**src/hw/rtl/assert_macros.svh**
```systemverilog
`ifndef ASSERT_MACROS_SVH
`define ASSERT_MACROS_SVH

// check on every clock edge outside reset
`define ASSERT_CLK(label, prop, msg) \
  label: assert property (@(posedge clk) disable iff (rst) prop) else $error(msg);

// check on every clock edge, reset included
`define ASSERT_CLK_ALWAYS(label, prop, msg) \
  label: assert property (@(posedge clk) prop) else $error(msg);

`endif

```
**src/hw/rtl/ffba_pkg.sv**
```systemverilog
package ffba_pkg;

  localparam int ARENA_BYTES_DEF  = 256;
  localparam int HEADER_BYTES_DEF = 24;
  localparam int MAX_SEGMENTS_DEF = 16;

  localparam int S_DATA_W = 16;
  localparam int S_USER_W = 1;
  localparam int M_DATA_W = 16;
  localparam int FIELD_W  = 8;

  typedef enum logic {
    OP_ALLOC = 1'b0,
    OP_FREE  = 1'b1
  } op_t;

  typedef enum logic [1:0] {
    ST_OK       = 2'd0,
    ST_NOFIT    = 2'd1,
    ST_NULL     = 2'd2,
    ST_NOTFOUND = 2'd3
  } status_t;

  typedef enum logic [2:0] {
    WR_NONE,
    WR_MARK,
    WR_SHIFT,
    WR_TAIL,
    WR_HEAD
  } wr_sel_t;

  typedef enum logic [2:0] {
    RES_NONE,
    RES_ALLOC,
    RES_FREED,
    RES_FAIL,
    RES_NULL
  } res_sel_t;

  typedef struct packed {
    logic     load_item;
    logic     scan_start;
    logic     scan_next;
    logic     shift_start;
    logic     shift_step;
    wr_sel_t  wr_sel;
    res_sel_t res_sel;
    logic     load_out;
  } cmd_t;

  typedef struct packed {
    logic in_null;
    logic op_free;
    logic hit;
    logic split;
    logic last;
    logic ptr_beyond;
    logic out_free;
  } sts_t;

endpackage

```
**src/hw/rtl/first_fit_block_allocator.sv**
```systemverilog
// Per word: S_SCAN reads the table entries, one per cycle through the segment RAM read
//   port, then S_RESP loads the result into the output register; a null free skips S_SCAN.
// A split then moves the entries below the hit down the table, one per cycle, plus two insert writes.
// One word at a time: the next is taken once the result sits in the output register;
//   S_RESP waits while the output register still holds a word that is not yet taken.
// Reset: synchronous; while reset is held, entry 0 is written as the whole free arena, count is 1.
`include "assert_macros.svh"

module first_fit_block_allocator #(
  parameter int ARENA_BYTES  = ffba_pkg::ARENA_BYTES_DEF,
  parameter int HEADER_BYTES = ffba_pkg::HEADER_BYTES_DEF,
  parameter int MAX_SEGMENTS = ffba_pkg::MAX_SEGMENTS_DEF
) (
  input  logic                          clk,
  input  logic                          rst,
  input  logic                          s_tvalid,
  output logic                          s_tready,
  input  logic [ffba_pkg::S_DATA_W-1:0] s_tdata,  // request_size, free_offset
  input  logic [ffba_pkg::S_USER_W-1:0] s_tuser,  // func
  output logic                          m_tvalid,
  input  logic                          m_tready,
  output logic [ffba_pkg::M_DATA_W-1:0] m_tdata   // status, payload_offset
);

  import ffba_pkg::*;

  cmd_t cmd;
  sts_t sts;

  ffba_ctrl u_ctrl (
    .clk      (clk),
    .rst      (rst),
    .s_tvalid (s_tvalid),
    .s_tready (s_tready),
    .sts      (sts),
    .cmd      (cmd)
  );

  ffba_dp #(
    .ARENA_BYTES  (ARENA_BYTES),
    .HEADER_BYTES (HEADER_BYTES),
    .MAX_SEGMENTS (MAX_SEGMENTS)
  ) u_dp (
    .clk      (clk),
    .rst      (rst),
    .s_tdata  (s_tdata),
    .s_tuser  (s_tuser),
    .m_tvalid (m_tvalid),
    .m_tready (m_tready),
    .m_tdata  (m_tdata),
    .cmd      (cmd),
    .sts      (sts)
  );

  `ASSERT_CLK(a_head_after_tail,
              cmd.wr_sel == WR_HEAD |-> $past(cmd.wr_sel) == WR_TAIL,
              "head write without tail write")
  `ASSERT_CLK(a_load_when_free, cmd.load_out |-> sts.out_free, "result overwrites pending word")
  `ASSERT_CLK(a_one_at_a_time, s_tvalid && s_tready |=> !s_tready, "second word taken during work")

endmodule

```
**src/hw/rtl/ffba_ram.sv**
```systemverilog
module ffba_ram #(
  parameter int WIDTH = 8,
  parameter int DEPTH = 16
) (
  input  logic                     clk,
  input  logic                     we,
  input  logic [$clog2(DEPTH)-1:0] waddr,
  input  logic [WIDTH-1:0]         wdata,
  input  logic [$clog2(DEPTH)-1:0] raddr,
  output logic [WIDTH-1:0]         rdata
);

  logic [WIDTH-1:0] mem [DEPTH];

  always_ff @(posedge clk) begin
    if (we) begin
      mem[waddr] <= wdata;
    end
    rdata <= mem[raddr];
  end

endmodule

```
**src/hw/rtl/ffba_dp.sv**
```systemverilog
module ffba_dp #(
  parameter int ARENA_BYTES  = ffba_pkg::ARENA_BYTES_DEF,
  parameter int HEADER_BYTES = ffba_pkg::HEADER_BYTES_DEF,
  parameter int MAX_SEGMENTS = ffba_pkg::MAX_SEGMENTS_DEF
) (
  input  logic                           clk,
  input  logic                           rst,
  input  logic [ffba_pkg::S_DATA_W-1:0]  s_tdata,
  input  logic [ffba_pkg::S_USER_W-1:0]  s_tuser,
  output logic                           m_tvalid,
  input  logic                           m_tready,
  output logic [ffba_pkg::M_DATA_W-1:0]  m_tdata,
  input  ffba_pkg::cmd_t                 cmd,
  output ffba_pkg::sts_t                 sts
);

  import ffba_pkg::*;

  localparam int POS_W = $clog2(ARENA_BYTES + 1);
  localparam int CMP_W = (POS_W > FIELD_W + 1) ? POS_W : FIELD_W + 1;
  localparam int IDX_W = $clog2(MAX_SEGMENTS);
  localparam int CNT_W = $clog2(MAX_SEGMENTS + 1);
  localparam int ENT_W = 2 * POS_W + 1;

  op_t                op;
  logic [FIELD_W-1:0] req;
  logic [FIELD_W-1:0] off;
  logic [IDX_W-1:0]   idx;
  logic [IDX_W-1:0]   ptr;
  logic [CNT_W-1:0]   count;
  logic [POS_W-1:0]   hit_start;
  logic [POS_W-1:0]   hit_size;
  status_t            res_status;
  logic [FIELD_W-1:0] res_off;
  status_t            out_status;
  logic [FIELD_W-1:0] out_off;

  logic               we;
  logic [IDX_W-1:0]   waddr;
  logic [ENT_W-1:0]   wdata;
  logic [IDX_W-1:0]   raddr;
  logic [ENT_W-1:0]   rdata;

  logic [POS_W-1:0]   rd_start;
  logic [POS_W-1:0]   rd_size;
  logic               rd_free;
  logic [CMP_W-1:0]   need;
  logic [CMP_W-1:0]   size_c;
  logic [CMP_W-1:0]   start_h;
  logic [CMP_W-1:0]   tail_start;
  logic [CMP_W-1:0]   tail_size;
  logic [CNT_W-1:0]   idx_ext;
  logic [CNT_W-1:0]   ptr_ext;
  logic [CNT_W-1:0]   cnt_m1;
  logic               alloc_hit;
  logic               free_hit;
  logic               room;

  assign rd_start = rdata[POS_W-1:0];
  assign rd_size  = rdata[2*POS_W-1:POS_W];
  assign rd_free  = rdata[ENT_W-1];

  assign need       = CMP_W'(req) + CMP_W'(HEADER_BYTES);
  assign size_c     = CMP_W'(rd_size);
  assign start_h    = CMP_W'(rd_start) + CMP_W'(HEADER_BYTES);
  assign tail_start = CMP_W'(hit_start) + need;
  assign tail_size  = CMP_W'(hit_size) - need;
  assign idx_ext    = CNT_W'(idx);
  assign ptr_ext    = CNT_W'(ptr);
  assign cnt_m1     = count - CNT_W'(1);
  assign room       = (count != CNT_W'(MAX_SEGMENTS));

  assign alloc_hit = rd_free && (size_c >= need);
  assign free_hit  = (start_h == CMP_W'(off));

  assign sts.in_null    = (op_t'(s_tuser[0]) == OP_FREE) &&
                          (s_tdata[2*FIELD_W-1:FIELD_W] == '0);
  assign sts.op_free    = (op == OP_FREE);
  assign sts.hit        = (op == OP_FREE) ? free_hit : alloc_hit;
  assign sts.split      = (op == OP_ALLOC) && (size_c > need) && room;
  assign sts.last       = (idx_ext + CNT_W'(1) >= count);
  assign sts.ptr_beyond = (ptr_ext > idx_ext + CNT_W'(1));
  assign sts.out_free   = !m_tvalid || m_tready;

  always_comb begin
    raddr = '0;
    if (cmd.scan_next) begin
      raddr = idx + IDX_W'(1);
    end else if (cmd.shift_start) begin
      raddr = cnt_m1[IDX_W-1:0];
    end else if (cmd.shift_step) begin
      raddr = ptr - IDX_W'(1);
    end
  end

  always_comb begin
    we    = 1'b1;
    waddr = '0;
    wdata = {1'b1, POS_W'(ARENA_BYTES - HEADER_BYTES), POS_W'(0)};
    if (!rst) begin
      case (cmd.wr_sel)
        WR_MARK: begin
          waddr = idx;
          wdata = {(op == OP_FREE), rd_size, rd_start};
        end
        WR_SHIFT: begin
          waddr = ptr + IDX_W'(1);
          wdata = rdata;
        end
        WR_TAIL: begin
          waddr = idx + IDX_W'(1);
          wdata = {1'b1, tail_size[POS_W-1:0], tail_start[POS_W-1:0]};
        end
        WR_HEAD: begin
          waddr = idx;
          wdata = {1'b0, POS_W'(req), hit_start};
        end
        default: begin
          we = 1'b0;
        end
      endcase
    end
  end

  ffba_ram #(
    .WIDTH (ENT_W),
    .DEPTH (MAX_SEGMENTS)
  ) u_table (
    .clk   (clk),
    .we    (we),
    .waddr (waddr),
    .wdata (wdata),
    .raddr (raddr),
    .rdata (rdata)
  );

  always_ff @(posedge clk) begin
    if (cmd.load_item) begin
      op  <= op_t'(s_tuser[0]);
      req <= s_tdata[FIELD_W-1:0];
      off <= s_tdata[2*FIELD_W-1:FIELD_W];
    end
    if (cmd.scan_start) begin
      idx <= '0;
    end else if (cmd.scan_next) begin
      idx <= idx + IDX_W'(1);
    end
    if (cmd.shift_start) begin
      ptr <= cnt_m1[IDX_W-1:0];
    end else if (cmd.shift_step) begin
      ptr <= ptr - IDX_W'(1);
    end
    if (cmd.res_sel == RES_ALLOC) begin
      hit_start <= rd_start;
      hit_size  <= rd_size;
    end
    case (cmd.res_sel)
      RES_ALLOC: begin
        res_status <= ST_OK;
        res_off    <= start_h[FIELD_W-1:0];
      end
      RES_FREED: begin
        res_status <= ST_OK;
        res_off    <= '0;
      end
      RES_FAIL: begin
        res_status <= (op == OP_FREE) ? ST_NOTFOUND : ST_NOFIT;
        res_off    <= '0;
      end
      RES_NULL: begin
        res_status <= ST_NULL;
        res_off    <= '0;
      end
      default: begin
      end
    endcase
    if (cmd.load_out) begin
      out_status <= res_status;
      out_off    <= res_off;
    end
  end

  always_ff @(posedge clk) begin
    if (rst) begin
      count    <= CNT_W'(1);
      m_tvalid <= 1'b0;
    end else begin
      if (cmd.wr_sel == WR_HEAD) begin
        count <= count + CNT_W'(1);
      end
      if (cmd.load_out) begin
        m_tvalid <= 1'b1;
      end else if (m_tready) begin
        m_tvalid <= 1'b0;
      end
    end
  end

  assign m_tdata = {(M_DATA_W - FIELD_W - 2)'(0), out_off, out_status};

endmodule

```
**src/hw/rtl/ffba_ctrl.sv**
```systemverilog
module ffba_ctrl (
  input  logic           clk,
  input  logic           rst,
  input  logic           s_tvalid,
  output logic           s_tready,
  input  ffba_pkg::sts_t sts,
  output ffba_pkg::cmd_t cmd
);

  import ffba_pkg::*;

  typedef enum logic [5:0] {
    S_IDLE  = 6'b000001,
    S_SCAN  = 6'b000010,
    S_SHIFT = 6'b000100,
    S_TAIL  = 6'b001000,
    S_HEAD  = 6'b010000,
    S_RESP  = 6'b100000
  } state_t;

  state_t state;
  state_t state_next;

  assign s_tready = (state == S_IDLE);

  always_comb begin
    state_next = state;
    cmd        = '0;
    cmd.wr_sel  = WR_NONE;
    cmd.res_sel = RES_NONE;
    case (state)
      S_IDLE: begin
        if (s_tvalid) begin
          cmd.load_item = 1'b1;
          if (sts.in_null) begin
            cmd.res_sel = RES_NULL;
            state_next  = S_RESP;
          end else begin
            cmd.scan_start = 1'b1;
            state_next     = S_SCAN;
          end
        end
      end
      S_SCAN: begin
        if (sts.hit) begin
          cmd.res_sel = sts.op_free ? RES_FREED : RES_ALLOC;
          if (sts.split) begin
            if (!sts.last) begin
              cmd.shift_start = 1'b1;
              state_next      = S_SHIFT;
            end else begin
              state_next = S_TAIL;
            end
          end else begin
            cmd.wr_sel = WR_MARK;
            state_next = S_RESP;
          end
        end else if (sts.last) begin
          cmd.res_sel = RES_FAIL;
          state_next  = S_RESP;
        end else begin
          cmd.scan_next = 1'b1;
        end
      end
      S_SHIFT: begin
        cmd.wr_sel = WR_SHIFT;
        if (sts.ptr_beyond) begin
          cmd.shift_step = 1'b1;
        end else begin
          state_next = S_TAIL;
        end
      end
      S_TAIL: begin
        cmd.wr_sel = WR_TAIL;
        state_next = S_HEAD;
      end
      S_HEAD: begin
        cmd.wr_sel = WR_HEAD;
        state_next = S_RESP;
      end
      S_RESP: begin
        if (sts.out_free) begin
          cmd.load_out = 1'b1;
          state_next   = S_IDLE;
        end
      end
      default: begin
        state_next = S_IDLE;
      end
    endcase
  end

  always_ff @(posedge clk) begin
    if (rst) begin
      state <= S_IDLE;
    end else begin
      state <= state_next;
    end
  end

endmodule

```
**config.mk**
```make
export PLATFORM = sky130hd
export DESIGN_NAME = first_fit_block_allocator
export DESIGN_NICKNAME = d
export VERILOG_FILES = /design/src/hw/rtl/ffba_pkg.sv /design/src/hw/rtl/first_fit_block_allocator.sv /design/src/hw/rtl/ffba_ram.sv /design/src/hw/rtl/ffba_dp.sv /design/src/hw/rtl/ffba_ctrl.sv
export VERILOG_INCLUDE_DIRS = /design/src /design/src/hw/rtl
export SDC_FILE = /design/constraint.sdc
export NUM_CORES = 1
export LEC_CHECK = 0
export ABC_CLOCK_PERIOD_IN_PS = 6600
export CAP_MARGIN = 20
export CORE_MARGIN = 2
export CORE_UTILIZATION = 55
export CTS_BUF_LIST = sky130_fd_sc_hd__clkbuf_2 sky130_fd_sc_hd__clkbuf_4 sky130_fd_sc_hd__clkbuf_8
export DETAILED_ROUTE_END_ITERATION = 6
export DONT_BUFFER_PORTS = 1
export PLACE_DENSITY_LB_ADDON = 0.1
export SLEW_MARGIN = 25
export SYNTH_ARGS = -nofsm -noshare
export SYNTH_HDL_FRONTEND = slang
export SYNTH_SLANG_ARGS = --single-unit
export TNS_END_PERCENT = 50
```
**constraint.sdc**
```tcl
create_clock -name clk -period 6.6 [get_ports clk]
set_input_delay 1.32 -clock clk [delete_from_list [all_inputs] [get_ports clk]]
set_output_delay 1.32 -clock clk [all_outputs]
set_load 0.1 [all_outputs]
```
# Word level (Yosys, flattened, before mapping)
# Memory sizes are Yosys's and may differ from the RTL's. A register that Yosys moved wholly into a read port is not among the register bits.
# Index checks and enable logic that the tools add are counted.
dict set report op_classes {
  n_addsub 10
  magnitude_cmp 4
  eq_ne 20
  n_mux 49
  bitwise_logic 1
  reduce_logical 16
}
# op count
set ops {}
lappend ops {{19-bit one-hot mux with 4 select lines} 1}
lappend ops {{6-bit 2-to-1 mux} 7}
lappend ops {{6-bit one-hot mux with 6 select lines} 1}
lappend ops {{4-bit 2-to-1 mux} 7}
lappend ops {{19-bit 2-to-1 mux} 1}
lappend ops {{1-bit 2-to-1 mux} 17}
lappend ops {{8-bit one-hot mux with 2 select lines} 1}
lappend ops {{3-bit by 2-bit equality test with 1-bit output (second input constant)} 4}
lappend ops {{2-bit 2-to-1 mux} 6}
lappend ops {{3-bit 2-to-1 mux} 4}
lappend ops {{3-bit one-hot mux with 4 select lines} 1}
lappend ops {{4-bit one-hot mux with 3 select lines} 1}
lappend ops {{8-bit by 5-bit adder with 9-bit output (second input constant)} 1}
lappend ops {{9-bit by 5-bit adder with 9-bit output (second input constant)} 1}
lappend ops {{9-bit adder} 1}
lappend ops {{9-bit by 8-bit equality test with 1-bit output} 1}
lappend ops {{9-bit >= comparator} 1}
lappend ops {{9-bit > comparator} 1}
lappend ops {{9-bit subtractor} 1}
lappend ops {{4-bit by 1-bit adder with 4-bit output (second input constant)} 2}
lappend ops {{8-bit zero test} 1}
lappend ops {{4-bit by 1-bit subtractor with 4-bit output (second input constant)} 2}
lappend ops {{3-bit by 1-bit equality test with 1-bit output (second input constant)} 2}
lappend ops {{3-bit equality test (second input constant)} 2}
lappend ops {{25 further kinds} 33}
dict set report word_totals {
  regBits 75
  mem_bits_rw 304
  input_bits 21
  output_inout_bits 18
  word_cells 115
  memories 1
}
# memory depth word_bits rd rd_clocked_by_memory_dff wr line_no
set mem_list {}
lappend mem_list {u_dp.u_table.mem 16 19 1 1 1 ffba_ram.sv:13} ;# logic [WIDTH-1:0] mem [DEPTH];

# Logic depth before layout (Yosys ltp)
dict set report depth {
  word_depth 13
  ltp_mapped 19
  mapped_depth_nobuf 15
}

# By module
# From an unflattened synthesis, not the netlist that was laid out.
dict set report hier_totals {
  hier_cells 1019
  hier_area_um2 16948.8
}
# module n_inst cells_each area_each_um2 seq_area_each_um2
set modules_own_cells {}
lappend modules_own_cells {ffba_ram 1 507 11846.4 9509.1}
lappend modules_own_cells {ffba_dp 1 453 4610.7 1971.9}
lappend modules_own_cells {ffba_ctrl 1 59 491.7 120.1}

# Worst setup path before layout
# OpenSTA, ideal clock, no wires.
dict set report synth_path {
  kind {flip-flop to flip-flop}
  start {register u_dp.req[3]}
  end {memory u_dp.u_table.mem[15][0] (netlist bit) (enable)}
  setup_ns 0.444
  arrival_ns 5.046
  required_time_ns 6.156
  path_slack_ns 1.110
  path_stages_with_launch 16
  path_buffers 0
  synth_period_minus_slack_ns 5.490
  cell_sequence {edfxtp_1 inv_1 ha_1 nand3b_1 xnor2_1 inv_1 ha_1 nand4_1 nor2_1 o311ai_0 a21o_1 a211oi_1 nand2b_1 o31ai_1 or3_1 nor4_1}
}
dict set report synth_via {
  elab_chain_len 13
  elab_cells_between_ends 22
  classes_between {1 x add/sub; 2 x order compare; 4 x eq/ne; 10 x mux; 5 x reduce/logical}
}
# item line_no
set synth_lines {}
lappend synth_lines {{start, declared} ffba_dp.sv:26} ;# logic [FIELD_W-1:0] req;
lappend synth_lines {{start signal, assigned} ffba_dp.sv:140} ;# req <= s_tdata[FIELD_W-1:0];
lappend synth_lines {{8-bit by 5-bit adder with 9-bit output *} ffba_dp.sv:63} ;# assign need = CMP_W'(req) + CMP_W'(HEADER_BYTES);
lappend synth_lines {{9-bit > comparator} ffba_dp.sv:80} ;# assign sts.split = (op == OP_ALLOC) && (size_c > need) && room;
lappend synth_lines {{1-bit logical AND (2 in series)} ffba_dp.sv:80}
lappend synth_lines {{1-bit 2-to-1 mux} ffba_ctrl.sv:47} ;# if (sts.split) begin
lappend synth_lines {{3-bit 2-to-1 mux *} ffba_ctrl.sv:45} ;# if (sts.hit) begin
lappend synth_lines {{3-bit one-hot mux with 4 select lines *} ffba_ctrl.sv:31} ;# case (state)
lappend synth_lines {{3-bit by 1-bit equality test with 1-bit output, or another cell as far along} ffba_dp.sv:101} ;# case (cmd.wr_sel)
lappend synth_lines {{4-bit OR reduction (no source line)} -}
lappend synth_lines {{1-bit 2-to-1 mux} ffba_dp.sv:101}
lappend synth_lines {{1-bit 2-to-1 mux} ffba_dp.sv:100} ;# if (!rst) begin
lappend synth_lines {{1-bit 2-to-1 mux} ffba_ram.sv:16} ;# if (we) begin
lappend synth_lines {{1-bit 2-to-1 mux (not written as such)} ffba_ram.sv:17} ;# mem[waddr] <= wdata;
lappend synth_lines {{end, declared} ffba_ram.sv:13}
# Every way passes the cells marked *; elsewhere a longest branch is shown, timed or not.

# Final worst setup path
dict set report layout_path {
  start {register u_dp.req[3]}
  end {memory u_dp.u_table.mem[13][7] (netlist bit) (enable)}
}
# The elaborated chain is that of the path after synthesis.

==> metrics.md <==
| Metric | Value |
|---|---|
| Status | finished with violations |
| Failing checks | DRC |
| Mapped Area | 17500 um2 |
| Largest net degree at the start of global routing | 80 |
| Final cell count without fillers | 1789 |
| DRT iter0 DRCs | 1287 |
| F_max | 180.7 MHz |
| RSZ-0062 raised after global routing | no |
| Yosys reg bits | 398 |
| TritonRoute pass-1 iters | 7 |
| Fillcell total | 2443 |
| Clock slew at reported path FFs | 0.06 ns |
| Clk_lat worst skew | 0.62 ns |
| Antenna fix cells | 0 |
| Clk_skew | 0.02669 ns |
| Multi-input gate area | 5479 um2 |
| Routed WL | 44.98 mm |
| Post-synthesis sequential area ratio | 0.6628 |
| DRC | 3 |
| Worst hold slack | roughly 0.41 ns |
| Worst VDD drop | 0.1329 mV |
| First-pass GRT wire length | 67.88 mm |
| Ys flop type | edfxtp_1 |
| Post-Place Cells | 1662 |
| Setup CP Type | register to register |
| Area Growth Syn to Fin | 11.12% |
| Die width | roughly 180 um |
| Hold crit path type | register to register |
| Arrival time at the worst endpoint | 5.83 ns |
| Number of synthesized flops with an enable pin | 363 |
| Initial antenna violation count | 1 |
| Drt wl/cell | between 20 and 30 um |
| Synth warn | 0 |
| Num rows | 65 |
| Ranking of synthesized cells by area | edfxtp_1, dfxtp_1, ha_1, a21oi_1, a211oi_1 |
| IO Count | 39 |
| Share of cells above drive strength 1 | 0.1492 |
| Leading cell type in the layout, fill and taps excluded | edfxtp_1 |
| TNS Setup | 0 ns |
| Leakage | around 6.5 nW |
| Detailed-route via count | around 11000 |
| Core ar. | 31470 um2 |
| CTS max path bufs | 3 |
| Storage element area | 11600 um2 |
| Slew Limit Fails | 0 |
| Fin crit share | 0.8386 |
| Crit end category | register |
| Global route overflow | 0 |
| H-tree depth | 3 |
| CTS Buf Count | 69 |
| Cts repair resizes | 0 |
| FFs w/ async S/R, synth | 0 |
| Nets@finish | 1395 |
| Routability Congestion | 0.8644 |
| Initial Utilization | 0.5562 |
| Total GRT Usage | 0.2752 |
| Antenna viol nets, final | 0 |
| Final Critical Period | 5.535 ns |
| Actual slew at the worst max-slew pin | 1.036 ns |
| Fin. Hold Viols | 0 |
| CP Data Required Time | 6.89 ns |
| Cell taking the most area after synthesis | edfxtp_1 |
| Post-CTS Hold Buffers | 0 |
| Vias per inst | 6.414 |
| PD cells | 269.9 nW/um2 |
| Vias in the first global route | 11098 |
| Unique masters post-synth | 76 |
| DP HPWL | 26.95 mm |
| Setup bufs post-CTS | 0 |
| Die Span Y | around 180 um |
| Count of buffers from port buffering | 0 |
| Critical path fanouts, max | 11 |
| # Max-Cap Violations | 0 |
| Clock sinks | 398 |
| Cells after synthesis | 1296 |
| Worst setup SP type | register |
| Most frequent cells in the layout | edfxtp_1, nand2_1, clkbuf_8 |
| TritonCTS clock tree | built |
| Max_slew headroom | 0.3092 |
| Setup violations, final | 0 |
| Post-synth top area share | 0.6227 |
| Total die area | 33270 um2 |
| Syn Area/Cell | between 10 and 15 um2 |
| CTS Root Cell | clkbuf_8 |
[metal layers]
layer	vias up	share of wire	track usage	wire, um
li1	5139	-	-	-
met1	5699	0.43	0.3896	19370
met2	534	0.45	0.4183	20440
met3	103	0.079	0.05388	3567
met4	0	0.036	0.1197	1598
met5	-	0	0	0
[flip-flops by register name, indices dropped and copies added, names as in the netlist]
name / flops
u_ctrl.state: 6
u_dp.count: 5
u_dp.hit_size: 9
u_dp.hit_start: 9
u_dp.idx: 4
u_dp.m_tvalid: 1
u_dp.off: 8
u_dp.op: 1
u_dp.out_off: 8
u_dp.out_status: 2
u_dp.ptr: 4
u_dp.req: 8
u_dp.res_off: 8
u_dp.res_status: 2
u_dp.u_table.mem: 304
u_dp.u_table.rdata: 19
[worst max-delay path, stage by stage (launching register included)]
cell,delay (ns)
edfxtp_1,0.49
inv_1,0.11
ha_1,0.24
nand3b_1,0.18
xnor2_1,0.24
inv_1,0.10
ha_1,0.31
nand4_1,0.09
nor2_1,0.06
o311ai_0,0.69
a21o_1,0.26
a211oi_1,0.12
nand2b_1,0.26
a21oi_1,0.58
or3b_2,0.58
nor2_2,0.52
buf_4,0.37
[kinds of logic (layout without fill, tap and decap cells)]
family / after synthesis / count (layout) / synth area share
simple gates: 317 / 317 / 0.09107
buf+inv: 122 / 208 / 0.03310
fa+ha+maj: 44 / 44 / 0.03202
compound gates: 337 / 337 / 0.1394
xor+xnor: 47 / 47 / 0.02430
other cells: 1 / 6 / 0.0002142
flops: 398 / 398 / 0.6628
mux: 30 / 30 / 0.01716
[where the power goes]
group	internal, mW	switching [mW]	total, mW	leakage [nW]
clock	1.24	1.00	2.24	0.729
sequential	2.75	0.0311	2.78	3.53
combinational	0.0848	0.144	0.229	2.29
total	4.07	1.18	5.25	6.54
[Yosys cell counts, drive strengths merged, types with 15 or more instances]
cell type  number
buf            48
clkbuf         38
nor2           69
dfxtp          35
ha             40
a21oi          74
mux2i          30
a211oi         50
and3           28
nand2          97
nand3          30
o21ai          49
xnor2          32
inv            36
a21o           15
edfxtp        363
a311oi         23
a221oi         32
[through the flow]
stage          worst slack [ns]  utilization  area, um2  total power, mW
6_report                  1.065       0.6180      19450            5.249
3_5_place_dp              1.081       0.5731      18040            3.055
2_1_floorplan             1.110            -      17520            3.003
3_3_place_gp              1.391       0.5728      18030            3.054
4_1_cts                   1.024       0.6173      19430            5.287
5_1_grt                  0.7735       0.6180      19450            5.425
[path summary, 6_finish.rpt]
check	slack, ns	end	from	depth (start not counted)
setup reg to reg	1.07	u_dp.u_table.mem[13][7]	u_dp.req[3]	16
hold / removal	0.41	u_dp.out_off[4]	u_dp.res_off[4]	0
hold reg to reg	0.41	u_dp.out_off[4]	u_dp.res_off[4]	0
setup / recovery	1.07	u_dp.u_table.mem[13][7]	u_dp.req[3]	16
[layout make-up]
cell class / count / share of cell area
timing repair buffer: 46 / 0.01750
inverter: 36 / 0.006948
multi-input combinational: 781 / 0.2817
clock buffer: 99 / 0.06266
tap: 402 / 0.02586
clock inverter: 27 / 0.008877
sequential: 398 / 0.5965
No activity file was read; power rests on OpenSTA's default activity.
